--- config.mk ---
export PLATFORM = sky130hd
export DESIGN_NAME = fpds_mul
export DESIGN_NICKNAME = d
export VERILOG_FILES = /design/src/hw/rtl/fpds_pkg.sv /design/src/hw/rtl/fpds_mul.sv
export SDC_FILE = /design/constraint.sdc
export NUM_CORES = 2
export LEC_CHECK = 0
export ABC_AREA = 1
export BUFFER_PORTS_ARGS = -buffer_cell sky130_fd_sc_hd__buf_2
export CORE_MARGIN = 5
export CORE_UTILIZATION = 55
export DETAILED_ROUTE_END_ITERATION = 6
export GPL_TIMING_DRIVEN = 0
export PLACE_DENSITY_LB_ADDON = 0.25
export SLEW_MARGIN = 20
export SYNTH_ARGS = -nofsm -noshare
export SYNTH_HDL_FRONTEND = slang
export SYNTH_SLANG_ARGS = --single-unit
export TNS_END_PERCENT = 30
--- constraint.sdc ---
create_clock -name clk -period 10.8 [get_ports clk]
set_input_delay 2.16 -clock clk [delete_from_list [all_inputs] [get_ports clk]]
set_output_delay 2.16 -clock clk [all_outputs]
set_load 0.05 [all_outputs]
--- src/hw/rtl/fpds_pkg.sv ---
// shared types, constants and pair table for the four point depth solver
package fpds_pkg;

	// field and datapath widths
	localparam int unsigned PIX_W   = 16;
	localparam int unsigned SPAN_W  = 16;
	localparam int unsigned DEPTH_W = 16;
	localparam int unsigned OUT_W   = 17;
	localparam int unsigned CFG_W   = 16;
	localparam int unsigned CFG_IDX_W = 3;
	localparam int unsigned RAY_W   = 18;
	localparam int unsigned PT_W    = 25;
	localparam int unsigned DIFF_W  = 26;
	localparam int unsigned GRAD_W  = 32;
	localparam int unsigned MUL_W   = 33;
	localparam int unsigned PROD_W  = 66;
	localparam int unsigned NUM_W   = 64;
	localparam int unsigned DEN_W   = 32;
	localparam int unsigned QUO_W   = 33;
	localparam int unsigned RAD_W   = 64;
	localparam int unsigned ROOT_W  = 32;

	localparam int unsigned NUM_SPANS  = 6;
	localparam int unsigned NUM_POINTS = 4;
	localparam int unsigned NUM_AXES   = 3;

	// request codes
	localparam logic [1:0] REQ_SPAN  = 2'd0;
	localparam logic [1:0] REQ_PIXEL = 2'd1;
	localparam logic [1:0] REQ_SOLVE = 2'd2;

	// register indexes
	localparam logic [CFG_IDX_W-1:0] REG_FOCAL_X     = 3'd0;
	localparam logic [CFG_IDX_W-1:0] REG_FOCAL_Y     = 3'd1;
	localparam logic [CFG_IDX_W-1:0] REG_CENTER_X    = 3'd2;
	localparam logic [CFG_IDX_W-1:0] REG_CENTER_Y    = 3'd3;
	localparam logic [CFG_IDX_W-1:0] REG_START_DEPTH = 3'd4;

	// register reset values
	localparam logic [CFG_W-1:0] FOCAL_X_RST     = 16'd9600;
	localparam logic [CFG_W-1:0] FOCAL_Y_RST     = 16'd9600;
	localparam logic [CFG_W-1:0] CENTER_X_RST    = 16'd5120;
	localparam logic [CFG_W-1:0] CENTER_Y_RST    = 16'd3840;
	localparam logic [CFG_W-1:0] START_DEPTH_RST = 16'd10240;

	// solver constants
	localparam logic [6:0]         ITER_LAST   = 7'd99;
	localparam logic [MUL_W-1:0]   STEP_GAIN   = 33'd3277;
	localparam logic [29:0]        CONV_LIMIT  = 30'd6554;
	localparam logic [26:0]        DIST_MIN    = 27'd65;
	localparam logic [DEPTH_W-1:0] DEPTH_FLOOR = 16'd256;

	typedef struct packed {
		logic                    start;
		logic signed [NUM_W-1:0] num;
		logic [DEN_W-1:0]        den;
	} div_cmd_t;

	typedef struct packed {
		logic                    done;
		logic signed [QUO_W-1:0] quo;
	} div_rsp_t;

	typedef struct packed {
		logic             start;
		logic [RAD_W-1:0] rad;
	} sqrt_cmd_t;

	typedef struct packed {
		logic              done;
		logic [ROOT_W-1:0] root;
	} sqrt_rsp_t;

	// fixed point pairs of the six spans
	function automatic logic [1:0] pair_first(input logic [2:0] p);
		logic [1:0] r;
		unique case (p)
			3'd0: r = 2'd0;
			3'd1: r = 2'd1;
			3'd2: r = 2'd2;
			3'd3: r = 2'd0;
			3'd4: r = 2'd1;
			3'd5: r = 2'd0;
			default: r = 2'd0;
		endcase
		return r;
	endfunction

	function automatic logic [1:0] pair_second(input logic [2:0] p);
		logic [1:0] r;
		unique case (p)
			3'd0: r = 2'd1;
			3'd1: r = 2'd2;
			3'd2: r = 2'd3;
			3'd3: r = 2'd3;
			3'd4: r = 2'd3;
			3'd5: r = 2'd2;
			default: r = 2'd0;
		endcase
		return r;
	endfunction

endpackage

--- src/hw/rtl/fpds_mul.sv ---
// shared signed multiplier with registered product
module fpds_mul (
	input  logic                                  clk,
	input  logic signed [fpds_pkg::MUL_W-1:0]     a,
	input  logic signed [fpds_pkg::MUL_W-1:0]     b,
	output logic signed [fpds_pkg::PROD_W-1:0]    p
);
	import fpds_pkg::*;

	logic signed [PROD_W-1:0] p_q;

	always_ff @(posedge clk) begin
		p_q <= a * b;
	end

	assign p = p_q;
endmodule

==> results.json <==
{
  "fin_crit_sh_pct": 96.51,
  "gp_congestion": 1.047,
  "critPathKind": "input port to flop",
  "final_util_pct": 58.25,
  "yosysTopAreaCell": "fa_1",
  "worst_ep_arrival_time_ns": 10.65,
  "core-area_um2": 77590,
  "yosysMostFrequentCell": "inv_1",
  "maxSlewViolCount": 0,
  "grt_max_degree": 18,
  "synth_cells": 5543,
  "syn-num-nets": 6972,
  "required_ns": 11.03,
  "setup_viol": 0,
  "postCtsHoldBufs": 0,
  "numClockSinks": 66,
  "antenna_found_initial": 11,
  "outcome": "finished, final reports clean",
  "cts_tree": "yes",
  "grt_pass1_wl_um": 243500,
  "wirelength_um": 166800,
  "root_buffer": "clkbuf_16",
  "path_clk_slew_ns": 0.06,
  "nets": 7053,
  "synth.avg_cell_area_um2": 7.789,
  "post_drt_wl_per_cell_um": 24.98,
  "path_delay_family": "adder cells",
  "drc_errors": 0,
  "pin_count": 133,
  "tightest_slew_ns": 1.354,
  "drive_gt1_share_pct": 2.913,
  "die_y_um": 290.2,
  "final_cell_count_no_fill": 6678,
  "fmax_mhz": 95.94,
  "num_vias": 35950,
  "max_cap_violations": 0,
  "ant_nets": 0,
  "critPathBufInv": 7,
  "synth_seq_cells": 66,
  "synthFlopType": "dfxtp_1",
  "avgViaCountPerCell": 5.383,
  "ys_top_cells_by_count": "1894 x inv_1, 1517 x nand2_1, 1145 x fa_1, 262 x clkbuf_1, 217 x ha_1",
  "grt_usage_pct": 39.91,
  "rsz0062_at_grt": "no",
  "clock_path_buffers": 2,
  "critical_path.max_fanout": 10,
  "path_cells": "clkbuf_1 -> clkbuf_1 -> nand2_1 -> inv_1 -> fa_1 -> fa_1 -> fa_2 -> inv_1 -> fa_1 -> fa_1 -> fa_1 -> fa_1 -> fa_1 -> inv_1 -> ha_1 -> nand2_1 -> inv_1 -> nand2_1 -> nor2_2 -> inv_1 -> nor2_2 -> o21ai_0 -> nand4_1 -> nand2_1",
  "yosysUniqueCellTypes": 35,
  "synth_seq_area_share_pct": 3.060,
  "cpPeakStageDelay_ns": 0.87,
  "initial_utilization_pct": 55.64,
  "cts_resized": 0,
  "cp-start-kind": "input port",
  "io_buffers": 67,
  "holdCritPathClass": "input port to flop",
  "synth_edf_count": 0,
  "timing.final.crit_period_ns": 10.42,
  "cts_setup_buffers": 0,
  "grt.overflow.total": 0,
  "synthArstFlopShare_pct": 0,
  "ys_warn_count": 0,
  "htree_levels": 3,
  "place_hpwl_um": 140200,
  "drt_iter0_markers": 3483,
  "place_inst": 6653,
  "setup.worst_path.end_class": "flop",
  "num_rows": 102,
  "path_common_cell": "fa_1",
  "first_global_vias": 37760,
  "syn_area_um2": 43170,
  "finalHoldViolations": 0,
  "design.die.area_um2": 84200,
  "relSlewSlack_pct": 9.716,
  "critPathSlowestCell": "fa_2",
  "numCtsBuffers": 9,
  "synth_top_area_share_pct": 53.09,
  "area_delta_synth_final_pct": 4.698,
  "chipWidth_um": 290.2,
  "dr.pass1.iters": 6,
  "synthTopCellsByArea": "fa_1 53%, inv_1 16%, nand2_1 13%, ha_1 6.3%, dfxtp_1 3.1%",
  "largest_reg_flops": 66
}
## area by class of cell
cell class / instances / area (µm²)
Antenna cell: 9 / 22.52
Buffer: 263 / 1006
Clock buffer: 9 / 225.2
Clock inverter: 7 / 70.07
Fill cell: 7468 / 32390
Inverter: 1895 / 7113
Multi-Input combinational cell: 3319 / 33760
Sequential cell: 66 / 1321
Tap cell: 1040 / 1301
Timing Repair Buffer: 70 / 385.4
## kinds of logic after synthesis
family                     count (synthesis)  synth area share [%]
AOI/OAI and AO/OA                        106                 1.377
adders and majority gates               1362                 59.38
buffers and inverters                   2158                 18.76
xor gates and xnor gates                  41                0.8317
and+or+nand+nor                         1810                 16.59
DFF                                       66                 3.060
## final timing paths
kind,from,endpoint,slack [ns],depth (start not counted)
worst max-delay path,a[32],p[49],0.38,24
worst min-delay path,a[0],p[0],2.24,3
## placed cells by master, fill, tap and decap left out, types with 3 or more instances in the layout
cell and instances:
nor3_1 7, buf_2 67, nand4_1 19, nor2_4 3
xor2_1 37, a21oi_2 4, nand3_2 8, xnor2_1 4
nor4_1 4, nor2_1 131, o21bai_1 14, o21ai_1 3
clkbuf_1 247, nand2_1 1517, nand3b_1 3, clkinvlp_4 4
nand3_1 70, o21ai_0 19, fa_1 1143, ha_1 217
diode_2 9, or2_2 5, nand2_2 17, a21oi_1 61
nor2_2 20, dfxtp_1 66, clkbuf_2 15, inv_1 1894
clkbuf_16 9
## layer usage
| layer | vias to the layer above | wire length [µm] | GRT usage (%) |
|---|---|---|---|
| li1 | 15180 | - | - |
| met1 | 17710 | 57450 | 48.59 |
| met2 | 2393 | 71020 | 60.17 |
| met3 | 668 | 22740 | 13.82 |
| met4 | 2 | 15580 | 27.07 |
| met5 | - | 13 | 0 |
## stage by stage
step           worst slack, ns  TNS, ns  hold WS [ns]  instance area, µm²
3_5_place_dp            0.1436        0         2.583               44870
6_report                0.3766        0         2.240               45200
3_3_place_gp           -0.3070   -2.861         2.586               44810
4_1_cts                 0.4833        0         2.204               45160
2_1_floorplan            1.884        0         2.424               43170
5_1_grt                 0.1719        0         2.243               45180
Power is not shown: default switching activity piles up to over one toggle a cycle in this logic, so the estimate is an artifact.
