**config.mk**
```make
export PLATFORM = sky130hd
export DESIGN_NAME = fpds_sqrt
export DESIGN_NICKNAME = d
export VERILOG_FILES = /design/src/hw/rtl/fpds_pkg.sv /design/src/hw/rtl/fpds_sqrt.sv
export SDC_FILE = /design/constraint.sdc
export NUM_CORES = 1
export LEC_CHECK = 0
export ABC_AREA = 0
export BUFFER_PORTS_ARGS = -buffer_cell sky130_fd_sc_hd__buf_2
export CORE_MARGIN = 5
export CORE_UTILIZATION = 65
export DETAILED_ROUTE_END_ITERATION = 6
export PLACE_DENSITY_LB_ADDON = 0.08
export REMOVE_ABC_BUFFERS = 1
export SYNTH_ARGS = -nofsm -noshare
export SYNTH_HDL_FRONTEND = slang
export SYNTH_SLANG_ARGS = --single-unit
```
**constraint.sdc**
```tcl
create_clock -name clk -period 15.8 [get_ports clk]
set_input_delay 0.79 -clock clk [delete_from_list [all_inputs] [get_ports clk]]
set_output_delay 0.79 -clock clk [all_outputs]
set_load 0.01 [all_outputs]
```
**src/hw/rtl/fpds_pkg.sv**
```systemverilog
// shared types, constants and pair table for the four point depth solver
package fpds_pkg;

	// field and datapath widths
	localparam int unsigned PIX_W   = 16;
	localparam int unsigned SPAN_W  = 16;
	localparam int unsigned DEPTH_W = 16;
	localparam int unsigned OUT_W   = 17;
	localparam int unsigned CFG_W   = 16;
	localparam int unsigned CFG_IDX_W = 3;
	localparam int unsigned RAY_W   = 18;
	localparam int unsigned PT_W    = 25;
	localparam int unsigned DIFF_W  = 26;
	localparam int unsigned GRAD_W  = 32;
	localparam int unsigned MUL_W   = 33;
	localparam int unsigned PROD_W  = 66;
	localparam int unsigned NUM_W   = 64;
	localparam int unsigned DEN_W   = 32;
	localparam int unsigned QUO_W   = 33;
	localparam int unsigned RAD_W   = 64;
	localparam int unsigned ROOT_W  = 32;

	localparam int unsigned NUM_SPANS  = 6;
	localparam int unsigned NUM_POINTS = 4;
	localparam int unsigned NUM_AXES   = 3;

	// request codes
	localparam logic [1:0] REQ_SPAN  = 2'd0;
	localparam logic [1:0] REQ_PIXEL = 2'd1;
	localparam logic [1:0] REQ_SOLVE = 2'd2;

	// register indexes
	localparam logic [CFG_IDX_W-1:0] REG_FOCAL_X     = 3'd0;
	localparam logic [CFG_IDX_W-1:0] REG_FOCAL_Y     = 3'd1;
	localparam logic [CFG_IDX_W-1:0] REG_CENTER_X    = 3'd2;
	localparam logic [CFG_IDX_W-1:0] REG_CENTER_Y    = 3'd3;
	localparam logic [CFG_IDX_W-1:0] REG_START_DEPTH = 3'd4;

	// register reset values
	localparam logic [CFG_W-1:0] FOCAL_X_RST     = 16'd9600;
	localparam logic [CFG_W-1:0] FOCAL_Y_RST     = 16'd9600;
	localparam logic [CFG_W-1:0] CENTER_X_RST    = 16'd5120;
	localparam logic [CFG_W-1:0] CENTER_Y_RST    = 16'd3840;
	localparam logic [CFG_W-1:0] START_DEPTH_RST = 16'd10240;

	// solver constants
	localparam logic [6:0]         ITER_LAST   = 7'd99;
	localparam logic [MUL_W-1:0]   STEP_GAIN   = 33'd3277;
	localparam logic [29:0]        CONV_LIMIT  = 30'd6554;
	localparam logic [26:0]        DIST_MIN    = 27'd65;
	localparam logic [DEPTH_W-1:0] DEPTH_FLOOR = 16'd256;

	typedef struct packed {
		logic                    start;
		logic signed [NUM_W-1:0] num;
		logic [DEN_W-1:0]        den;
	} div_cmd_t;

	typedef struct packed {
		logic                    done;
		logic signed [QUO_W-1:0] quo;
	} div_rsp_t;

	typedef struct packed {
		logic             start;
		logic [RAD_W-1:0] rad;
	} sqrt_cmd_t;

	typedef struct packed {
		logic              done;
		logic [ROOT_W-1:0] root;
	} sqrt_rsp_t;

	// fixed point pairs of the six spans
	function automatic logic [1:0] pair_first(input logic [2:0] p);
		logic [1:0] r;
		unique case (p)
			3'd0: r = 2'd0;
			3'd1: r = 2'd1;
			3'd2: r = 2'd2;
			3'd3: r = 2'd0;
			3'd4: r = 2'd1;
			3'd5: r = 2'd0;
			default: r = 2'd0;
		endcase
		return r;
	endfunction

	function automatic logic [1:0] pair_second(input logic [2:0] p);
		logic [1:0] r;
		unique case (p)
			3'd0: r = 2'd1;
			3'd1: r = 2'd2;
			3'd2: r = 2'd3;
			3'd3: r = 2'd3;
			3'd4: r = 2'd3;
			3'd5: r = 2'd2;
			default: r = 2'd0;
		endcase
		return r;
	endfunction

endpackage

```
**src/hw/rtl/fpds_sqrt.sv**
```systemverilog
// shared integer square root, one result bit per cycle
module fpds_sqrt (
	input  logic                clk,
	input  logic                arst_n,
	input  fpds_pkg::sqrt_cmd_t cmd,
	output fpds_pkg::sqrt_rsp_t rsp
);
	import fpds_pkg::*;

	localparam logic [4:0] STEP_LAST = 5'(ROOT_W - 1);
	localparam logic [RAD_W-1:0] TOP_BIT = {2'b01, {(RAD_W-2){1'b0}}};

	logic              busy_q;
	logic              done_q;
	logic [4:0]        cnt_q;
	logic [RAD_W-1:0]  x_q;
	logic [RAD_W-1:0]  r_q;
	logic [RAD_W-1:0]  bitpos_q;
	logic [ROOT_W-1:0] root_q;

	logic [RAD_W-1:0]  rb;
	logic              ge;
	logic [RAD_W-1:0]  r_next;

	assign rb     = r_q + bitpos_q;
	assign ge     = x_q >= rb;
	assign r_next = ge ? ((r_q >> 1) + bitpos_q) : (r_q >> 1);

	always_ff @(posedge clk or negedge arst_n) begin
		if (!arst_n) begin
			busy_q <= 1'b0;
			done_q <= 1'b0;
			cnt_q  <= '0;
		end else begin
			done_q <= 1'b0;
			if (cmd.start) begin
				busy_q   <= 1'b1;
				cnt_q    <= '0;
				x_q      <= cmd.rad;
				r_q      <= '0;
				bitpos_q <= TOP_BIT;
			end else if (busy_q) begin
				if (ge) begin
					x_q <= x_q - rb;
				end
				r_q      <= r_next;
				bitpos_q <= bitpos_q >> 2;
				cnt_q    <= cnt_q + 5'd1;
				if (cnt_q == STEP_LAST) begin
					busy_q <= 1'b0;
					done_q <= 1'b1;
					root_q <= r_next[ROOT_W-1:0];
				end
			end
		end
	end

	assign rsp.done = done_q;
	assign rsp.root = root_q;
endmodule

```
==> results of run 1 <==
## through the flow
| stage | hold WS, ns | utilization (%) | area [um2] | setup slack (ns) |
|---|---|---|---|---|
| floorplan | 0.4933 | - | 21090 | 8.413 |
| global placement | 0.5115 | 67.99 | 22230 | 8.911 |
| detailed placement | 0.5339 | 67.99 | 22230 | 8.681 |
| CTS | 0.3591 | 70.81 | 23150 | 8.566 |
| global route | 0.3630 | 70.81 | 23150 | 8.048 |
| finish | 0.3407 | 70.81 | 23150 | 8.318 |
## registers in the layout (all words and copies together) (netlist names)
register  flops
bitpos_q     64
busy_q        1
cnt_q         5
done_q        1
r_q          64
root_q       32
x_q          64
## layout by cell type, fill, tap and decap left out, drive strengths merged, types with 7 or more instances in the layout
cell	instances
a221o	7
o211a	7
dfrtp	7
o21ai	199
nor2	248
clkinv	10
a31oi	33
nor2b	27
o21a	25
o2111ai	7
o41ai	7
o21bai	36
o211ai	19
a21o	120
o31ai	21
nand4	45
nand2	233
mux2i	75
xnor2	101
clkbuf	32
a211oi	28
a21oi	241
and4	10
nand3	45
ha	192
inv	61
nand2b	23
and2	12
nor3	53
a21boi	7
edfxtp	224
mux2	33
and3	34
buf	109
xor2	72
nor4	12
or2	10
## how the worst max path moves through the flow
stage	start	endpoint	slack (ns)	cells past startpoint
floorplan	bitpos_q[0]$_SDFFCE_PP0P_	x_q[0]$_DFFE_PP_	8.41	23
global placement	bitpos_q[0]$_SDFFCE_PP0P_	r_q[47]$_SDFFCE_PP0P_	8.91	24
detailed placement	bitpos_q[0]$_SDFFCE_PP0P_	r_q[47]$_SDFFCE_PP0P_	8.68	26
CTS	bitpos_q[0]$_SDFFCE_PP0P_	r_q[47]$_SDFFCE_PP0P_	8.57	26
global route	bitpos_q[0]$_SDFFCE_PP0P_	r_q[47]$_SDFFCE_PP0P_	8.05	26
finish	bitpos_q[0]$_SDFFCE_PP0P_	r_q[47]$_SDFFCE_PP0P_	8.32	26
## cells by family (layout without fill, tap and decap cells)
kind of cell             count (synthesis)  after routing  synth area share, %
AO/OA/AOI/OAI                          826            826                24.40
XOR/XNOR                               173            173                7.007
adder cells (fa/ha/maj)                195            195                11.39
buffers and inverters                  192            219                3.506
flip-flops                             231            231                31.92
multiplexers                           108            108                5.190
AND/OR/NAND/NOR                        774            774                16.59
## layout make-up
cell class                      instances  share of cell area [%]
Sequential cell                       231                   29.82
Timing Repair Buffer                  109                   2.502
Multi-Input combinational cell       2076                   60.35
Clock inverter                         19                  0.8916
Inverter                               59                  0.9564
Tap cell                              442                   2.388
Clock buffer                           32                   3.091
## metal layers
layer,global-route usage (%),up-vias
met5,0,-
met4,11.03,0
met3,5.771,150
met2,48.96,1052
met1,47.86,9302
li1,-,9342
==> impl_metrics.prom, run 1 <==
# TYPE chip_impl_metric gauge
chip_impl_metric{name="worst_slew_pin_slew",unit="ns"} 0.9959
chip_impl_metric{name="min_period",unit="ns"} 7.482
chip_impl_metric{name="cts_buffers",unit=""} 28
chip_impl_metric{name="clockBufferDepth",unit=""} 3
chip_impl_info{name="min_path_type",value="primary input to asynchronous set/reset pin"} 1
chip_impl_info{name="critical_path.reg2reg.endpoint",value="r_q[47]$_SDFFCE_PP0P_"} 1
chip_impl_metric{name="part_of_the_cycle_the_worst_path_needs",unit="%"} 47.35
chip_impl_metric{name="crit_arrival",unit="ns"} 7.80
chip_impl_metric{name="critical_path_required",unit="ns"} 16.12
chip_impl_metric{name="area_of_all_sequential_standard_cells",unit="um2"} 6905
chip_impl_metric{name="post-cts-setup-buffer-count",unit=""} 0
chip_impl_metric{name="grt_pass1_vias",unit=""} 18480
chip_impl_info{name="timing.critical_path.from_type",value="flip-flop"} 1
chip_impl_metric{name="cap_viol_max_count",unit=""} 0
chip_impl_metric{name="die_area",unit="um2"} 37010
chip_impl_info{name="timing_worst_setup_path_type",value="flip-flop to flip-flop"} 1
chip_impl_metric{name="io_buf_count",unit=""} 99
chip_impl_metric{name="regToRegSetupSlack",unit="ns"} 8.32
chip_impl_metric{name="multi_input_area",unit="um2"} 13970
chip_impl_metric{name="m1WireLength",unit="um"} 27510
chip_impl_metric{name="grt_antenna_before_repair",unit=""} 0
chip_impl_info{name="ys.flop_type",value="edfxtp_1"} 1
chip_impl_metric{name="r2r_cells",unit=""} 26
chip_impl_metric{name="routed-wl-met3",unit="um"} 6153
chip_impl_info{name="clock_tree.root_cell",value="clkbuf_16"} 1
chip_impl_metric{name="coreArea",unit="um2"} 32700
chip_impl_metric{name="initialDrtViolationCount",unit=""} 2308
chip_impl_metric{name="synth.lib_cells_used.distinct",unit=""} 89
chip_impl_metric{name="ctsHtreeMaxLevel",unit=""} 1
chip_impl_info{name="reg2reg_from",value="bitpos_q[0]$_SDFFCE_PP0P_"} 1
chip_impl_metric{name="die_w",unit="um"} 192.4
chip_impl_metric{name="cts_resized",unit=""} 0
chip_impl_info{name="synth_top_cells_by_count",value="nor2_1 (248), a21oi_1 (239), nand2_1 (233)"} 1
chip_impl_info{name="synth_most_common_cell",value="nor2_1"} 1
chip_impl_metric{name="tritoncts_num_sinks",unit=""} 231
chip_impl_metric{name="detailed_place_hpwl",unit="um"} 47030
chip_impl_metric{name="floorplan.io_pins",unit=""} 100
chip_impl_metric{name="synth.ff_latch_count",unit=""} 231
chip_impl_metric{name="stdcell_count",unit=""} 2968
chip_impl_info{name="timing.critical_path.max_delay_family",value="simple AND/OR/NAND/NOR gates"} 1
chip_impl_metric{name="dr_total_vias",unit=""} 19850
chip_impl_metric{name="post_drt_via_cell_ratio",unit=""} 6.687
chip_impl_metric{name="finalSetupTns",unit="ns"} 0
chip_impl_metric{name="ant_nets",unit=""} 0
chip_impl_metric{name="fillers",unit=""} 2623
chip_impl_info{name="outcome",value="complete, no violations"} 1
chip_impl_metric{name="synthDominantCellAreaShare",unit="%"} 31.11
chip_impl_metric{name="achievable-frequency",unit="GHz"} 0.1337
chip_impl_info{name="uppermost_routed_layer",value="met4"} 1
chip_impl_metric{name="initial_core_util",unit="%"} 66.12
chip_impl_info{name="crit_path_end_kind",value="flip-flop"} 1
chip_impl_metric{name="met2RoutedLength",unit="um"} 26450
chip_impl_metric{name="yosysWarnings",unit=""} 0
chip_impl_metric{name="hold_violations",unit=""} 0
chip_impl_metric{name="syn_area",unit="um2"} 21620
chip_impl_info{name="grt_setup_unrepaired",value="no"} 1
chip_impl_metric{name="setup_viol",unit=""} 0
chip_impl_metric{name="clkSlewWorstSetupHoldPaths",unit="ns"} 0.07
chip_impl_metric{name="fp.dieH",unit="um"} 192.4
chip_impl_metric{name="hold_buffers",unit=""} 0
chip_impl_metric{name="areaGrowthSynthToFinish",unit="%"} 7.082
chip_impl_metric{name="global_route.overflow_total",unit=""} 0
chip_impl_metric{name="worst_slew_slack_as_a_fraction_of_its_limit",unit="%"} 33.36
chip_impl_metric{name="layout.nets",unit=""} 2767
chip_impl_metric{name="grt_start_max_net_pins",unit=""} 72
chip_impl_metric{name="synthesized_instance_count",unit=""} 2499
chip_impl_metric{name="synth.yosys.seq_area_share",unit="%"} 31.92
chip_impl_metric{name="synth_enable_flop_cells",unit=""} 224
chip_impl_metric{name="totalWireLength",unit="um"} 62460
chip_impl_metric{name="grt_first_pass_wirelength",unit="um"} 97850
chip_impl_metric{name="fin_worst_skew",unit="ns"} 0.01485
chip_impl_metric{name="remaining_drc_errors",unit=""} 0
chip_impl_metric{name="diodes",unit=""} 0
chip_impl_metric{name="cp_num_buf_inv",unit=""} 3
chip_impl_metric{name="fp-row-count",unit=""} 66
chip_impl_metric{name="groute.usage.overall",unit="%"} 32.65
chip_impl_metric{name="critical_path.max_fanout",unit=""} 60
chip_impl_info{name="clock_tree_from_tritoncts",value="built"} 1
chip_impl_metric{name="place_congestion",unit=""} 0.9399
chip_impl_metric{name="crit_path_max_incr_delay",unit="ns"} 0.61
chip_impl_metric{name="firstDrtPassIters",unit=""} 6
chip_impl_metric{name="drv_slew",unit=""} 0
chip_impl_info{name="synth_area_leader_cell",value="edfxtp_1"} 1
chip_impl_metric{name="fraction_of_final_layout_cells_with_drive_strength_greater_than_1",unit="%"} 8.749
chip_impl_metric{name="routed_wire_length_per_instance",unit="um"} 21.04
chip_impl_metric{name="post-place-cells",unit=""} 2917
chip_impl_metric{name="clkLatencyLatePin",unit="ns"} 0.57
chip_impl_metric{name="post_synth.cell_area_avg",unit="um2"} 8.653
chip_impl_metric{name="synth_async_sr_flop_share",unit="%"} 3.030
chip_impl_info{name="critPathSlowestCell",value="a2111oi_2"} 1
chip_impl_info{name="ys_top_cells_by_area",value="edfxtp_1 (31%), ha_1 (11%), a21oi_1 (5.5%)"} 1
Power of run 1 is left out: the tool's default activity adds up to more than one toggle a clock period on the data nets, which glitch-free logic cannot reach.
==> inputs of run 2 (changes only) <==
Settings changed: CORE_UTILIZATION 65 to 58.
Clock period 15.8 ns to 6 ns, I/O delays scaled along.
==> run 2 against run 1 <==
Effect of this change:
- utilization fell by 4.3 points
- critical path type unchanged
- non-clock buffer count grew 106
- global-route usage decreased by 2.7 points
- via count grew 0.61%
- final cell count up 4.4%
- maximum frequency increased by 28%
- sequential share of layout area is 1.5 points lower
- first-iteration DRC count down 10%
==> impl_metrics.prom, run 2 (synthesis results as in run 1) <==
# TYPE chip_impl_metric gauge
chip_impl_info{name="outcome",value="complete, no violations"} 1
chip_impl_info{name="clock_tree_from_tritoncts",value="built"} 1
chip_impl_metric{name="achievable-frequency",unit="GHz"} 0.1711
chip_impl_info{name="min_path_type",value="primary input to flip-flop"} 1
chip_impl_info{name="reg.largest.list",value="bitpos_q: 64 flops, r_q: 64 flops, x_q: 64 flops"} 1
chip_impl_metric{name="pnr_worst_setup_slack",unit="ns"} 0.1552
chip_impl_metric{name="groute.usage.overall",unit="%"} 29.99
chip_impl_metric{name="io_buf_count",unit=""} 99
chip_impl_metric{name="cts_buffers",unit=""} 28
chip_impl_metric{name="cap_viol_max_count",unit=""} 0
chip_impl_metric{name="die_w",unit="um"} 203.1
chip_impl_metric{name="place_congestion",unit=""} 0.9774
chip_impl_metric{name="worst_slew_slack_as_a_fraction_of_its_limit",unit="%"} 31.66
chip_impl_info{name="layout_commonest_cell",value="nor2_1"} 1
chip_impl_metric{name="regToRegSetupSlack",unit="ns"} 0.16
chip_impl_metric{name="setup_viol",unit=""} 0
chip_impl_metric{name="grt_start_max_net_pins",unit=""} 75
chip_impl_metric{name="tritoncts_num_sinks",unit=""} 231
chip_impl_info{name="clock_tree.root_cell",value="clkbuf_16"} 1
chip_impl_metric{name="fin_worst_skew",unit="ns"} 0.01392
chip_impl_metric{name="dr_total_vias",unit=""} 19970
chip_impl_metric{name="finalCoreUtilization",unit="%"} 66.55
chip_impl_info{name="critPathSlowestCell",value="edfxtp_1"} 1
chip_impl_info{name="reg2reg_from",value="r_q[14]$_SDFFCE_PP0P_"} 1
chip_impl_metric{name="remaining_drc_errors",unit=""} 0
chip_impl_metric{name="areaGrowthSynthToFinish",unit="%"} 12.94
chip_impl_metric{name="ant_nets",unit=""} 0
chip_impl_metric{name="hold_violations",unit=""} 0
chip_impl_metric{name="clkSlewWorstSetupHoldPaths",unit="ns"} 0.06
chip_impl_metric{name="routed_wire_length_per_instance",unit="um"} 20.62
chip_impl_info{name="crit_chain",value="ha_2 > a21oi_1 > o21ai_0 > a31oi_1 > o21ai_2 > o21ai_0 > o221a_2 > o311ai_4 > a311oi_4 > buf_4 > o41ai_4 > xnor2_2 > ha_2 > a21o_1 > a211oi_2 > nand2_1 > o21ai_0 > o311ai_2 > a21oi_4 > buf_12 > buf_4 > or3_1 > a21oi_2 > a221o_1"} 1
chip_impl_metric{name="drv_slew",unit=""} 0
chip_impl_metric{name="clockBufferDepth",unit=""} 3
chip_impl_metric{name="firstDrtPassIters",unit=""} 5
chip_impl_metric{name="fp.dieH",unit="um"} 203.1
chip_impl_metric{name="post_drt_via_cell_ratio",unit=""} 6.441
chip_impl_metric{name="grt_antenna_before_repair",unit=""} 0
chip_impl_info{name="timing_worst_setup_path_type",value="flip-flop to flip-flop"} 1
chip_impl_metric{name="fp-row-count",unit=""} 70
chip_impl_info{name="layout_common_cells",value="nor2_1 (245), nand2_1 (232), a21oi_1 (231)"} 1
chip_impl_metric{name="crit_path_max_incr_delay",unit="ns"} 0.45
chip_impl_metric{name="grt_first_pass_wirelength",unit="um"} 101700
chip_impl_info{name="timing.critical_path.from_type",value="flip-flop"} 1
chip_impl_metric{name="initial_core_util",unit="%"} 58.92
chip_impl_metric{name="floorplan.io_pins",unit=""} 100
chip_impl_metric{name="part_of_the_cycle_the_worst_path_needs",unit="%"} 97.41
chip_impl_metric{name="grt_pass1_vias",unit=""} 18920
chip_impl_metric{name="dp_worst_setup_slack",unit="ns"} -0.01245
chip_impl_info{name="crit_path_end_kind",value="flip-flop"} 1
chip_impl_metric{name="min_period",unit="ns"} 5.845
chip_impl_metric{name="global_route.overflow_total",unit=""} 0
chip_impl_metric{name="use_met2",unit="%"} 45.40
chip_impl_metric{name="totalWireLength",unit="um"} 63920
chip_impl_info{name="timing.critical_path.from",value="r_q[14]$_SDFFCE_PP0P_"} 1
chip_impl_metric{name="grt_util_met3",unit="%"} 4.903
chip_impl_metric{name="critical_path.max_fanout",unit=""} 26
chip_impl_metric{name="cp_num_buf_inv",unit=""} 3
chip_impl_metric{name="met1_usage",unit="%"} 45.09
chip_impl_metric{name="crit_arrival",unit="ns"} 6.16
chip_impl_metric{name="die_area",unit="um2"} 41240
chip_impl_metric{name="fraction_of_final_layout_cells_with_drive_strength_greater_than_1",unit="%"} 14.06
chip_impl_metric{name="coreArea",unit="um2"} 36700
chip_impl_info{name="timing.critical_path.mode_cell",value="o21ai_0"} 1
chip_impl_info{name="timing.critical_path.max_delay_family",value="compound AO/OA/AOI/OAI gates"} 1
chip_impl_metric{name="initialDrtViolationCount",unit=""} 2067
chip_impl_metric{name="ctsHtreeMaxLevel",unit=""} 1
chip_impl_metric{name="critical_path_required",unit="ns"} 6.32
chip_impl_metric{name="worst_slew_pin_slew",unit="ns"} 1.025
chip_impl_info{name="min-delay-start",value="cmd[7]"} 1
chip_impl_info{name="global_route.peak_usage_layer",value="met2"} 1
chip_impl_metric{name="clkLatencyLatePin",unit="ns"} 0.57
chip_impl_metric{name="detailed_place_hpwl",unit="um"} 48840
chip_impl_metric{name="diodes",unit=""} 0
chip_impl_metric{name="layout.nets",unit=""} 2873
[run 2: cell types whose count changed in the layout (fill, tap and decap cells not counted), moves of 4 or more]
cell / delta
dlygate4sd3_1: +7
ha_2: +10
buf_12: +4
a21oi_1: -8
buf_4: +94
ha_1: -12
a21oi_2: +8
o21ai_2: +4
clkbuf_1: +4
o21ai_0: -8
[run 2: repair_timing]
| item | in CTS | in global routing |
|---|---|---|
| pin swaps | 1 | 15 |
| hold endpoints to repair | 13 | 0 |
| setup endpoints to repair | 2 | 171 |
| gates resized for setup | 7 | 63 |
| buffers inserted | 0 | 8 |
| hold buffers | 7 | 0 |
[run 2: cell type report]
class	count	area, um2
Clock inverter	14	221.5
Multi-Input combinational cell	2076	14290
Tap cell	468	585.6
Inverter	59	221.5
Timing Repair Buffer	215	1446
Clock buffer	37	755.7
Fill cell	3093	12280
Sequential cell	231	6905
[run 2: through the flow]
step | TNS (ns) | area, um2 | hold slack (ns) | cells
2_1_floorplan | -163.79 | 21090 | 0.004409 | 2366
3_3_place_gp | 0 | 23000 | 0.3437 | 3034
3_5_place_dp | -0.01427 | 23000 | 0.3433 | 3034
4_1_cts | 0 | 24100 | 0.001041 | 3092
5_1_grt | -0.06394 | 24420 | 0.02445 | 3100
6_report | 0 | 24420 | 0.02049 | 3100
[run 2: worst reg2reg max path, delay by kind of cell, from the launching register on]
family | cells | cell delay, ns
and+or+nand+nor | 2 | 0.24
buffers and inverters | 3 | 0.61
DFF | 1 | 0.45
adders and majority gates | 2 | 0.78
AOI/OAI and AO/OA | 16 | 3.34
xor gates and xnor gates | 1 | 0.18
[run 2: path summary, 6_finish.rpt]
kind / to / cells after the start
setup / recovery: r_q[58]$_SDFFCE_PP0P_ / 24
setup reg to reg: r_q[58]$_SDFFCE_PP0P_ / 24
min in group asynchronous: done_q$_DFF_PN0_ / 2
max in group asynchronous: busy_q$_DFF_PN0_ / 2
hold reg to reg: cnt_q[4]$_DFFE_PN0N_ / 2
hold / removal: x_q[7]$_DFFE_PP_ / 3
[run 2: per-layer routing]
layer / share of wire [%] / wire, um / vias up
li1: - / - / 9578
met1: 46 / 29650 / 9476
met2: 43 / 27550 / 804
met3: 7.9 / 5067 / 110
met4: 2.6 / 1643 / 0
met5: 0 / 0 / -
Power of run 2 is left out for the same reason.
