File: config.mk
export PLATFORM = sky130hd
export DESIGN_NAME = fpds_div
export DESIGN_NICKNAME = d
export VERILOG_FILES = /design/src/hw/rtl/fpds_pkg.sv /design/src/hw/rtl/fpds_div.sv
export SDC_FILE = /design/constraint.sdc
export NUM_CORES = 1
export LEC_CHECK = 0
export ABC_CLOCK_PERIOD_IN_PS = 4500
export BUFFER_PORTS_ARGS = -buffer_cell sky130_fd_sc_hd__buf_4
export CAP_MARGIN = 15
export CORE_MARGIN = 5
export CORE_UTILIZATION = 51
export DETAILED_ROUTE_END_ITERATION = 10
export GPL_ROUTABILITY_DRIVEN = 0
export HOLD_SLACK_MARGIN = 0.08
export PLACE_DENSITY_LB_ADDON = 0.2
export SLEW_MARGIN = 20
export SYNTH_ARGS = -nofsm -noshare
export SYNTH_HDL_FRONTEND = slang
export SYNTH_SLANG_ARGS = --single-unit
File: constraint.sdc
create_clock -name clk -period 4.5 [get_ports clk]
set_input_delay 0.675 -clock clk [delete_from_list [all_inputs] [get_ports clk]]
set_output_delay 0.675 -clock clk [all_outputs]
set_load 0.02 [all_outputs]
File: src/hw/rtl/fpds_pkg.sv
// shared types, constants and pair table for the four point depth solver
package fpds_pkg;

	// field and datapath widths
	localparam int unsigned PIX_W   = 16;
	localparam int unsigned SPAN_W  = 16;
	localparam int unsigned DEPTH_W = 16;
	localparam int unsigned OUT_W   = 17;
	localparam int unsigned CFG_W   = 16;
	localparam int unsigned CFG_IDX_W = 3;
	localparam int unsigned RAY_W   = 18;
	localparam int unsigned PT_W    = 25;
	localparam int unsigned DIFF_W  = 26;
	localparam int unsigned GRAD_W  = 32;
	localparam int unsigned MUL_W   = 33;
	localparam int unsigned PROD_W  = 66;
	localparam int unsigned NUM_W   = 64;
	localparam int unsigned DEN_W   = 32;
	localparam int unsigned QUO_W   = 33;
	localparam int unsigned RAD_W   = 64;
	localparam int unsigned ROOT_W  = 32;

	localparam int unsigned NUM_SPANS  = 6;
	localparam int unsigned NUM_POINTS = 4;
	localparam int unsigned NUM_AXES   = 3;

	// request codes
	localparam logic [1:0] REQ_SPAN  = 2'd0;
	localparam logic [1:0] REQ_PIXEL = 2'd1;
	localparam logic [1:0] REQ_SOLVE = 2'd2;

	// register indexes
	localparam logic [CFG_IDX_W-1:0] REG_FOCAL_X     = 3'd0;
	localparam logic [CFG_IDX_W-1:0] REG_FOCAL_Y     = 3'd1;
	localparam logic [CFG_IDX_W-1:0] REG_CENTER_X    = 3'd2;
	localparam logic [CFG_IDX_W-1:0] REG_CENTER_Y    = 3'd3;
	localparam logic [CFG_IDX_W-1:0] REG_START_DEPTH = 3'd4;

	// register reset values
	localparam logic [CFG_W-1:0] FOCAL_X_RST     = 16'd9600;
	localparam logic [CFG_W-1:0] FOCAL_Y_RST     = 16'd9600;
	localparam logic [CFG_W-1:0] CENTER_X_RST    = 16'd5120;
	localparam logic [CFG_W-1:0] CENTER_Y_RST    = 16'd3840;
	localparam logic [CFG_W-1:0] START_DEPTH_RST = 16'd10240;

	// solver constants
	localparam logic [6:0]         ITER_LAST   = 7'd99;
	localparam logic [MUL_W-1:0]   STEP_GAIN   = 33'd3277;
	localparam logic [29:0]        CONV_LIMIT  = 30'd6554;
	localparam logic [26:0]        DIST_MIN    = 27'd65;
	localparam logic [DEPTH_W-1:0] DEPTH_FLOOR = 16'd256;

	typedef struct packed {
		logic                    start;
		logic signed [NUM_W-1:0] num;
		logic [DEN_W-1:0]        den;
	} div_cmd_t;

	typedef struct packed {
		logic                    done;
		logic signed [QUO_W-1:0] quo;
	} div_rsp_t;

	typedef struct packed {
		logic             start;
		logic [RAD_W-1:0] rad;
	} sqrt_cmd_t;

	typedef struct packed {
		logic              done;
		logic [ROOT_W-1:0] root;
	} sqrt_rsp_t;

	// fixed point pairs of the six spans
	function automatic logic [1:0] pair_first(input logic [2:0] p);
		logic [1:0] r;
		unique case (p)
			3'd0: r = 2'd0;
			3'd1: r = 2'd1;
			3'd2: r = 2'd2;
			3'd3: r = 2'd0;
			3'd4: r = 2'd1;
			3'd5: r = 2'd0;
			default: r = 2'd0;
		endcase
		return r;
	endfunction

	function automatic logic [1:0] pair_second(input logic [2:0] p);
		logic [1:0] r;
		unique case (p)
			3'd0: r = 2'd1;
			3'd1: r = 2'd2;
			3'd2: r = 2'd3;
			3'd3: r = 2'd3;
			3'd4: r = 2'd3;
			3'd5: r = 2'd2;
			default: r = 2'd0;
		endcase
		return r;
	endfunction

endpackage

File: src/hw/rtl/fpds_div.sv
// shared signed divider, one quotient bit per cycle, truncates toward zero
module fpds_div (
	input  logic                clk,
	input  logic                arst_n,
	input  fpds_pkg::div_cmd_t  cmd,
	output fpds_pkg::div_rsp_t  rsp
);
	import fpds_pkg::*;

	localparam int unsigned STEPS = NUM_W - DEN_W;
	localparam logic [4:0] STEP_LAST = 5'(STEPS - 1);

	logic              busy_q;
	logic              done_q;
	logic [4:0]        cnt_q;
	logic [DEN_W-1:0]  rem_q;
	logic [DEN_W-1:0]  qsh_q;
	logic [DEN_W-1:0]  den_q;
	logic              neg_q;
	logic signed [QUO_W-1:0] quo_q;

	logic [NUM_W-1:0]  mag;
	logic [DEN_W:0]    trial;
	logic              ge;
	logic [DEN_W-1:0]  rem_next;
	logic [DEN_W-1:0]  q_next;

	// quotient always fits 32 bits, so the top half starts as the remainder
	assign mag      = cmd.num[NUM_W-1] ? NUM_W'(-cmd.num) : NUM_W'(cmd.num);
	assign trial    = {rem_q, qsh_q[DEN_W-1]};
	assign ge       = trial >= {1'b0, den_q};
	assign rem_next = ge ? DEN_W'(trial - {1'b0, den_q}) : trial[DEN_W-1:0];
	assign q_next   = {qsh_q[DEN_W-2:0], ge};

	always_ff @(posedge clk or negedge arst_n) begin
		if (!arst_n) begin
			busy_q <= 1'b0;
			done_q <= 1'b0;
			cnt_q  <= '0;
		end else begin
			done_q <= 1'b0;
			if (cmd.start) begin
				busy_q <= 1'b1;
				cnt_q  <= '0;
				rem_q  <= mag[NUM_W-1:DEN_W];
				qsh_q  <= mag[DEN_W-1:0];
				den_q  <= cmd.den;
				neg_q  <= cmd.num[NUM_W-1];
			end else if (busy_q) begin
				rem_q <= rem_next;
				qsh_q <= q_next;
				cnt_q <= cnt_q + 5'd1;
				if (cnt_q == STEP_LAST) begin
					busy_q <= 1'b0;
					done_q <= 1'b1;
					quo_q  <= neg_q ? -$signed({1'b0, q_next}) : $signed({1'b0, q_next});
				end
			end
		end
	end

	assign rsp.done = done_q;
	assign rsp.quo  = quo_q;
endmodule

==> impl_metrics.py, run 1 <==
metrics = {
    "die": {
        "die_h_um": 143,
        "placement_rows": 48,
        "chipWidth_um": 143,
        "ios": 133,
        "initial_utilization_pct": 52.2,
        "dieArea_um2": 20500,
        "core_um2": 17400,
    },
    "detailed_routing": {
        "drt_iter0_drc": 716,
        "wire_per_inst_um": 17.4,
        "wirelength_mm": 22.3,
        "via_count": 7413,
        "viasPerCell": 5.80,
        "drc": 0,
        "firstDrtPassIters": 5,
        "ant_nets": 0,
    },
    "worst_setup_path": {
        "cp-startpoint": "rem_q[10]",
        "worstPathArrival_ns": 3.96,
        "worstSetupPathType": "flop to flop",
        "crit_path_end": "quo_q[26]",
        "crit_family": "compound AO/OA/AOI/OAI gates",
        "crit_chain": "ha_1 -> a21oi_1 -> o211ai_1 -> nor3b_1 -> o21ai_0 -> nand3_1 -> a21o_1 -> ha_1 -> nand3_1 -> or2_2 -> o31ai_1 -> xnor2_1",
        "crit_fanout": 7,
        "crit_path_end_kind": "flop",
        "crit_slowest_cell": "ha_1",
        "rr_startpoint": "rem_q[10]",
        "rr_worst_depth": 12,
        "ff2ff_setup_slack_ns": 0.72,
        "cp-start-kind": "flop",
        "cp_num_buf_inv": 0,
        "r2r-end": "quo_q[26]",
        "max_stage_delay_ns": 0.41,
        "crit_cells": 12,
        "cp.required_ns": 4.68,
    },
    "grt": {
        "grt_max_degree": 78,
        "grt_use_total_pct": 22.0,
        "antenna_found_initial": 0,
        "overflow": 0,
        "grt_pass1_vias": 6991,
        "grt_first_pass_wirelength_mm": 35.6,
    },
    "placement": {
        "portBuffers": 132,
        "dpl.hpwl_mm": 16.7,
        "dp.cells": 1245,
        "place_area_um2": 10200,
    },
    "final_layout": {
        "fin_area_um2": 10800,
        "syn2layout_area_growth_pct": 19.4,
        "final_cell_mix": "buf_4 (141), edfxtp_1 (130), a21oi_1 (87), nor2_1 (77)",
        "multi_input_area_um2": 4610,
        "layout_commonest_cell": "buf_4",
        "seqCellArea_um2": 4080,
        "finalNonFillerCells": 1278,
        "diodes": 0,
        "layout-drive-gt1-share_pct": 18.3,
        "nNetsFinal": 1177,
        "fillers": 1435,
    },
    "clocking": {
        "cts_tree": "done",
        "clk_latency_ns": 0.43,
        "h-tree-depth": 4,
        "cts_sinks": 137,
        "cts-buffers-inserted": 17,
        "cts-root-buf": "clkbuf_16",
        "ctsLongestPathBuffers": 2,
        "path_clk_slew_ns": 0.07,
    },
    "synthesis": {
        "ys_ff_latch": 137,
        "synth_top_flop_cell": "edfxtp_1",
        "netlist_instances": 919,
        "synth_nets": 1056,
        "synth-edff-count": 130,
        "ys_async_sr_fraction_pct": 5.11,
        "yosysSeqAreaShare_pct": 45.1,
        "synth-warning-count": 0,
        "syn_area_per_cell_um2": 9.85,
        "syn_area_um2": 9050,
        "synth_cell_types": 59,
    },
    "hold_path": {
        "hp-class": "primary input to flop",
        "hold_depth": 1,
    },
    "timing": {
        "finalMaxSlewViolations": 0,
        "fin_tns_setup_ns": 0,
        "setup_violations": 0,
        "finalHoldViolCount": 0,
        "rsz0062_at_grt": "no",
        "timing.fmax_mhz": 264,
        "timing.final.crit_share_pct": 84.1,
        "min_period_ns": 3.78,
        "worstMarginPinSlew_ns": 1.01,
        "clock_skew_ns": 0.0122,
        "relSlewSlack_pct": 32.6,
    },
    "flow_run": {
        "drv_cap": 0,
    },
    "power": {
        "max-vdd-ir-drop_uv": 271,
        "p_per_area_nw_per_um2": 379,
        "power.leakage_nw": 4.28,
    },
    "run_status": {
        "status": "finished, final reports clean",
    },
}
## cells in the mapped netlist, drive strengths merged, types with 12 or more instances
| library cell | instances | share of area [%] |
|---|---|---|
| edfxtp | 130 | 43 |
| a21oi | 87 | 4.8 |
| nor2 | 77 | 3.2 |
| nand2 | 69 | 2.9 |
| xor2 | 69 | 6.7 |
| xnor2 | 52 | 5.0 |
| o21ai | 51 | 2.8 |
| inv | 50 | 2.1 |
| o31ai | 41 | 3.4 |
| ha | 37 | 5.1 |
| clkbuf | 33 | 1.5 |
| a211oi | 20 | 1.7 |
| or3 | 16 | 1.2 |
| a21o | 14 | 1.2 |
| nand3 | 13 | 0.72 |
| nand4 | 13 | 0.90 |
| nor3 | 13 | 0.72 |
| o41ai | 12 | 1.4 |
| or4 | 12 | 1.2 |
## where the power goes
group / switching, mW / internal [mW] / total (mW)
combinational: 0.672 / 0.485 / 1.16
clock: 0.600 / 0.725 / 1.33
sequential: 0.0715 / 1.54 / 1.61
total: 1.34 / 2.75 / 4.09
## cells by family after synthesis
group	Yosys count	share of synthesized area (%)
DFF	137	45.1
adders and majority gates	38	5.34
buffers and inverters	92	4.02
muxes	10	1.12
xor gates and xnor gates	121	11.7
AOI/OAI and AO/OA	266	18.9
and+or+nand+nor	255	13.8
## per-layer routing
| metal | vias up | share of wire, % | routed length (µm) | global-route usage, % |
|---|---|---|---|---|
| met2 | 255 | 46 | 10300 | 35.0 |
| met5 | - | 0 | 0 | 0 |
| met4 | 0 | 1.8 | 401 | 5.85 |
| met3 | 26 | 6.6 | 1470 | 4.99 |
| met1 | 3487 | 45 | 10100 | 30.7 |
| li1 | 3645 | - | - | - |
## through the flow
stage          hold slack (ns)  util (%)  setup WS (ns)  power (mW)
2_1_floorplan            0.379         -          0.876        2.45
3_3_place_gp             0.507      59.0          0.493        2.76
3_5_place_dp             0.509      59.0          0.421        2.77
4_1_cts                  0.401      62.3          0.798        4.10
5_1_grt                  0.390      62.3          0.494        4.32
6_report                 0.417      62.3          0.718        4.09
## cell type report
class / count / area share (%)
clock buffers: 17 / 3.94
clock inverters: 15 / 1.22
inverters: 51 / 1.77
repair buffers: 143 / 10.1
multi-input cells: 690 / 42.7
well taps: 225 / 2.60
flip-flops and latches: 137 / 37.7
## timing repair
item,4_1_cts,5_1_grt
resized for setup,0,0
setup buffers,0,0
setup endpoints to repair,0,0
hold endpoints to repair,7,0
hold buffers,1,0
## state kept, by name, indices dropped and copies added (netlist names)
register  count
quo_q        33
den_q        32
qsh_q        32
rem_q        32
cnt_q         5
busy_q        1
done_q        1
neg_q         1
## worst min path at each step
stage                       from        to  slack, ns
after floorplan           arst_n    busy_q       0.38
after global placement    arst_n    done_q       0.51
after detailed placement  arst_n    done_q       0.51
after CTS                 cmd[8]  den_q[8]       0.40
after global routing      cmd[3]  den_q[3]       0.39
final                     cmd[8]  den_q[8]       0.42
Note: power is estimated with default switching activity, not from simulation.
==> run 2: changes to the inputs <==
--- a/config.mk
+++ b/config.mk
@@ -5,7 +5,7 @@
 export SDC_FILE = /design/constraint.sdc
 export NUM_CORES = 1
 export LEC_CHECK = 0
-export ABC_CLOCK_PERIOD_IN_PS = 4500
+export ABC_CLOCK_PERIOD_IN_PS = 4000
 export BUFFER_PORTS_ARGS = -buffer_cell sky130_fd_sc_hd__buf_4
 export CAP_MARGIN = 15
 export CORE_MARGIN = 5
==> constraint.sdc (replaced) <==
create_clock -name clk -period 4 [get_ports clk]
set_input_delay 0.6 -clock clk [delete_from_list [all_inputs] [get_ports clk]]
set_output_delay 0.6 -clock clk [all_outputs]
set_load 0.02 [all_outputs]
==> run 2 against run 1 <==
Compared with the run above:
- design area is 0.23% higher
- highest routed layer unchanged
- sequential share of layout area is 0.087 points lower
- worst hold slack worse by 0.073 ns
- critical endpoint unchanged
- clock power is 12% higher
- global-route usage is 0.48 points higher
==> impl_metrics.py, run 2 (same netlist as run 1, synthesis figures left out) <==
metrics = {
    "worst_setup_path": {
        "cp_num_buf_inv": 0,
        "ff2ff_setup_slack_ns": 0.27,
        "worstSetupPathType": "flop to flop",
        "cp-start-kind": "flop",
        "worstPathArrival_ns": 3.91,
        "rr_worst_depth": 12,
        "crit_chain": "ha_1 -> a21oi_1 -> o211ai_1 -> nor3b_1 -> o21ai_0 -> nand3_1 -> a21o_1 -> ha_1 -> nand3_1 -> or2_2 -> o31ai_1 -> xnor2_1",
        "r2r-end": "quo_q[26]",
        "crit_slowest_cell": "ha_1",
        "rr_startpoint": "rem_q[10]",
        "crit_fanout": 7,
        "max_stage_delay_ns": 0.40,
        "crit_path_end_kind": "flop",
        "crit_family": "compound AO/OA/AOI/OAI gates",
        "cp.required_ns": 4.18,
    },
    "placement": {
        "dpl.hpwl_mm": 16.8,
        "portBuffers": 132,
    },
    "final_layout": {
        "largest_reg_flops": 33,
        "layout_commonest_cell": "buf_4",
        "fillers": 1476,
        "nNetsFinal": 1177,
        "syn2layout_area_growth_pct": 19.7,
        "max_flop_register": "quo_q",
        "layout-drive-gt1-share_pct": 18.4,
        "diodes": 0,
        "final_cell_mix": "buf_4 (139), edfxtp_1 (130), a21oi_1 (87), nor2_1 (77)",
    },
    "clocking": {
        "h-tree-depth": 4,
        "cts-root-buf": "clkbuf_16",
        "postCtsResizedCells": 0,
        "post_cts_buffers": 0,
        "path_clk_slew_ns": 0.07,
        "clk_latency_ns": 0.43,
        "cts_sinks": 137,
        "cts-buffers-inserted": 17,
        "ctsLongestPathBuffers": 2,
        "cts_tree": "done",
    },
    "die": {
        "ios": 133,
        "placement_rows": 48,
        "dieArea_um2": 20500,
        "core_um2": 17400,
        "chipWidth_um": 143,
        "die_h_um": 143,
        "initial_utilization_pct": 52.2,
    },
    "power": {
        "power.leakage_nw": 4.29,
        "p_per_area_nw_per_um2": 427,
        "max-vdd-ir-drop_uv": 288,
    },
    "timing": {
        "relSlewSlack_pct": 31.8,
        "timing.fmax_mhz": 268,
        "setup_violations": 0,
        "rsz0062_at_grt": "no",
        "timing.final.crit_share_pct": 93.2,
        "finalHoldViolCount": 0,
        "hold_slack_ns": 0.343,
        "min_period_ns": 3.73,
        "clock_skew_ns": 0.0109,
        "fin_tns_setup_ns": 0,
        "worstMarginPinSlew_ns": 1.02,
        "finalMaxSlewViolations": 0,
    },
    "hold_path": {
        "hp-class": "primary input to flop",
        "hold_end": "den_q[6]",
        "hold_depth": 1,
        "hold_start": "cmd[6]",
    },
    "grt": {
        "grt_max_degree": 72,
        "grt_pass1_vias": 7238,
        "grt_use_total_pct": 22.5,
        "overflow": 0,
        "grt_first_pass_wirelength_mm": 36.4,
        "antenna_found_initial": 0,
    },
    "detailed_routing": {
        "wirelength_mm": 22.9,
        "firstDrtPassIters": 5,
        "ant_nets": 0,
        "viasPerCell": 5.84,
        "via_count": 7459,
        "drt_iter0_drc": 648,
        "drc": 0,
        "wire_per_inst_um": 17.9,
    },
    "flow_run": {
        "drv_cap": 0,
    },
    "run_status": {
        "status": "finished, final reports clean",
    },
}
-- run 2: what timing repair did --
action                                  CTS  global route
endpoints found under the setup margin    0             0
hold buffers                              1             0
hold endpoints to repair                  7             0
-- run 2: power breakdown --
group          internal, mW  total, mW  switching [mW]  leakage (nW)
Clock                 0.815       1.49           0.679         0.267
Sequential             1.73       1.81          0.0808          1.31
Combinational         0.552       1.32           0.767          2.71
Total                  3.10       4.62            1.53          4.29
-- run 2: metal layers --
| layer | track usage (%) | vias to the layer above | share of wire (%) |
|---|---|---|---|
| met5 | 0 | - | 0 |
| met1 | 31.5 | 3545 | 45 |
| met4 | 5.45 | 0 | 1.3 |
| li1 | - | 3641 | - |
| met2 | 36.1 | 249 | 47 |
| met3 | 4.79 | 24 | 6.7 |
-- run 2: layout make-up --
class	instances	area, µm²	share of cell area [%]
Tap cell	225	282	2.60
Multi-Input combinational cell	690	4610	42.6
Clock inverter	15	131	1.21
Inverter	51	191	1.77
Timing Repair Buffer	143	1110	10.3
Sequential cell	137	4080	37.7
Clock buffer	17	425	3.93
-- run 2: per-stage QoR --
stage          util (%)  std cells  setup WS, ns  instance area [µm²]  total power, mW
2_1_floorplan         -        919         0.376                 9050             2.76
3_3_place_gp       59.1       1245         0.204                10300             3.11
3_5_place_dp       59.1       1245         0.169                10300             3.13
4_1_cts            62.4       1278         0.343                10800             4.63
5_1_grt            62.4       1278        0.0934                10800             4.86
6_report           62.4       1278         0.272                10800             4.62
-- run 2: worst max-delay path by stage --
stage | cells after the start | startpoint | slack, ns | end
finish | 12 | rem_q[10] | 0.27 | quo_q[26]
global route | 12 | rem_q[10] | 0.09 | quo_q[26]
global placement | 10 | cmd[36] | 0.20 | rem_q[7]
detailed placement | 10 | cmd[36] | 0.17 | rem_q[7]
CTS | 12 | rem_q[10] | 0.34 | quo_q[28]
floorplan | 15 | rem_q[10] | 0.38 | quo_q[26]
-- run 2: worst reg2reg max path: stages, from the launching register on --
cell and delay, ns:
edfxtp_1 0.39, ha_1 0.40, a21oi_1 0.25, o211ai_1 0.25, nor3b_1 0.26, o21ai_0 0.21
nand3_1 0.18, a21o_1 0.31, ha_1 0.29, nand3_1 0.21, or2_2 0.38, o31ai_1 0.26
xnor2_1 0.10
==> run 3: changes to the inputs <==
--- a/config.mk
+++ b/config.mk
@@ -5,7 +5,7 @@
 export SDC_FILE = /design/constraint.sdc
 export NUM_CORES = 1
 export LEC_CHECK = 0
-export ABC_CLOCK_PERIOD_IN_PS = 4000
+export ABC_CLOCK_PERIOD_IN_PS = 3400
 export BUFFER_PORTS_ARGS = -buffer_cell sky130_fd_sc_hd__buf_4
 export CAP_MARGIN = 15
 export CORE_MARGIN = 5
==> constraint.sdc (replaced) <==
create_clock -name clk -period 3.4 [get_ports clk]
set_input_delay 0.51 -clock clk [delete_from_list [all_inputs] [get_ports clk]]
set_output_delay 0.51 -clock clk [all_outputs]
set_load 0.02 [all_outputs]
==> run 3 against run 2 <==
Compared with the run above:
- global-route usage grew 0.22 points
- worst hold slack lost 0.092 ns
- sequential share of layout area shrank 1.8 points
- non-clock buffer count grew 64
- critical endpoint is now rem_q[28]
- largest power group unchanged
==> impl_metrics.py, run 3 (same netlist as run 1, synthesis figures left out) <==
metrics = {
    "hold_path": {
        "hold_depth": 1,
        "hold_end": "den_q[6]",
        "hold_start": "cmd[6]",
        "hp-class": "primary input to flop",
    },
    "die": {
        "die_h_um": 143,
        "chipWidth_um": 143,
        "ios": 133,
        "initial_utilization_pct": 52.2,
        "placement_rows": 48,
        "dieArea_um2": 20500,
        "core_um2": 17400,
    },
    "final_layout": {
        "finalNonFillerCells": 1341,
        "nNetsFinal": 1241,
        "diodes": 0,
        "final_cell_mix": "buf_4 (205), edfxtp_1 (130), a21oi_1 (85), nor2_1 (77)",
        "fillers": 1406,
        "syn2layout_area_growth_pct": 25.8,
        "largest_reg_flops": 33,
        "layout-drive-gt1-share_pct": 23.9,
        "layout_commonest_cell": "buf_4",
        "max_flop_register": "quo_q",
    },
    "placement": {
        "dp.cells": 1308,
        "portBuffers": 132,
        "dpl.hpwl_mm": 17.3,
    },
    "detailed_routing": {
        "drc": 0,
        "drt_iter0_drc": 642,
        "viasPerCell": 5.71,
        "wl_met1_mm": 10.3,
        "route.met2.wl_mm": 10.7,
        "via_count": 7656,
        "ant_nets": 0,
        "wirelength_mm": 23.1,
        "routed-wl-met3_mm": 1.74,
        "top_layer": "met4",
        "firstDrtPassIters": 5,
        "wire_per_inst_um": 17.2,
    },
    "worst_setup_path": {
        "rr_worst_depth": 10,
        "crit_family": "simple AND/OR/NAND/NOR gates",
        "max_stage_delay_ns": 0.63,
        "crit_fanout": 13,
        "cp-start-kind": "flop",
        "cp.required_ns": 3.59,
        "crit_path_end_kind": "flop",
        "crit_slowest_cell": "or4b_2",
        "crit_chain": "ha_4 -> nand3_1 -> o21bai_1 -> a311o_1 -> nand4_1 -> nand3_2 -> a21o_4 -> buf_4 -> or4b_2 -> and3_1",
        "ff2ff_setup_slack_ns": 0.13,
        "cp_num_buf_inv": 1,
        "r2r-end": "rem_q[28]",
        "worstPathArrival_ns": 3.46,
        "worstSetupPathType": "flop to flop",
        "rr_startpoint": "rem_q[3]",
        "cp-startpoint": "rem_q[3]",
    },
    "grt": {
        "grt_use_total_pct": 22.7,
        "overflow": 0,
        "grt_first_pass_wirelength_mm": 36.7,
        "grt_pass1_vias": 7239,
        "grt_max_degree": 75,
        "antenna_found_initial": 0,
    },
    "timing": {
        "fin_tns_setup_ns": 0,
        "clock_skew_ns": 0.00783,
        "finalMaxSlewViolations": 0,
        "timing.fmax_mhz": 306,
        "setup_violations": 0,
        "rsz0062_at_grt": "no",
        "finalHoldViolCount": 0,
        "timing.final.crit_share_pct": 96.1,
        "worstMarginPinSlew_ns": 1.04,
        "min_period_ns": 3.27,
        "relSlewSlack_pct": 31.0,
    },
    "clocking": {
        "clk_latency_ns": 0.43,
        "cts_sinks": 137,
        "cts_tree": "done",
        "ctsLongestPathBuffers": 2,
        "h-tree-depth": 4,
        "cts-root-buf": "clkbuf_16",
        "cts-buffers-inserted": 17,
        "path_clk_slew_ns": 0.06,
    },
    "flow_run": {
        "drv_cap": 0,
    },
    "power": {
        "power.leakage_nw": 4.61,
        "power.total_mw": 5.72,
        "p_per_area_nw_per_um2": 502,
        "max-vdd-ir-drop_uv": 353,
    },
    "run_status": {
        "status": "finished, final reports clean",
    },
}
run 3: where the power goes:
part | total (mW) | switching, mW | internal, mW | leakage (nW)
clock network | 1.87 | 0.777 | 1.10 | 0.289
registers | 2.14 | 0.0996 | 2.04 | 1.31
logic | 1.71 | 0.933 | 0.777 | 3.00
run 3: timing repair:
action	CTS	global route
resized for setup	1	12
gates cloned	0	0
setup buffers	0	1
hold buffers	1	0
setup endpoints to repair	4	13
pin swaps	0	4
endpoints found under the hold margin	7	0
run 3: metal layers:
| metal | GRT usage, % | up-vias |
|---|---|---|
| met5 | 0 | - |
| met4 | 5.75 | 0 |
| met3 | 4.62 | 24 |
| met2 | 35.8 | 266 |
| met1 | 32.4 | 3602 |
| li1 | - | 3764 |
run 3: cell type report:
type	count	area, µm²	area share (%)
sequential	137	4080	35.8
timing repair buffer	207	1570	13.8
clock inverter	14	165	1.45
inverter	51	191	1.68
clock buffer	17	425	3.74
multi-input combinational	690	4670	41.1
tap	225	282	2.47
run 3: through the flow:
step / utilization, % / area, µm² / hold slack (ns) / setup WS (ns)
CTS: 65.2 / 11300 / 0.241 / 0.0166
detailed placement: 61.7 / 10700 / 0.343 / -0.258
finish: 65.6 / 11400 / 0.251 / 0.133
global placement: 61.7 / 10700 / 0.343 / -0.225
floorplan: - / 9050 / 0.214 / -0.0265
global route: 65.6 / 11400 / 0.238 / 0.000900
run 3: worst max-delay path by stage:
stage,slack (ns),cells after the start,to
CTS,0.02,10,rem_q[28]
detailed placement,-0.26,9,rem_q[30]
finish,0.13,10,rem_q[28]
global placement,-0.23,10,rem_q[28]
global route,0.0009,13,quo_q[28]
floorplan,-0.03,8,rem_q[30]
run 3: worst register-to-register path: cells and delay by family, from the launching register on:
family | cells | cell delay, ns
AND/OR/NAND/NOR | 5 | 1.23
AO/OA/AOI/OAI | 3 | 0.85
buffers and inverters | 1 | 0.20
flip-flops | 1 | 0.43
adder cells (fa/ha/maj) | 1 | 0.32
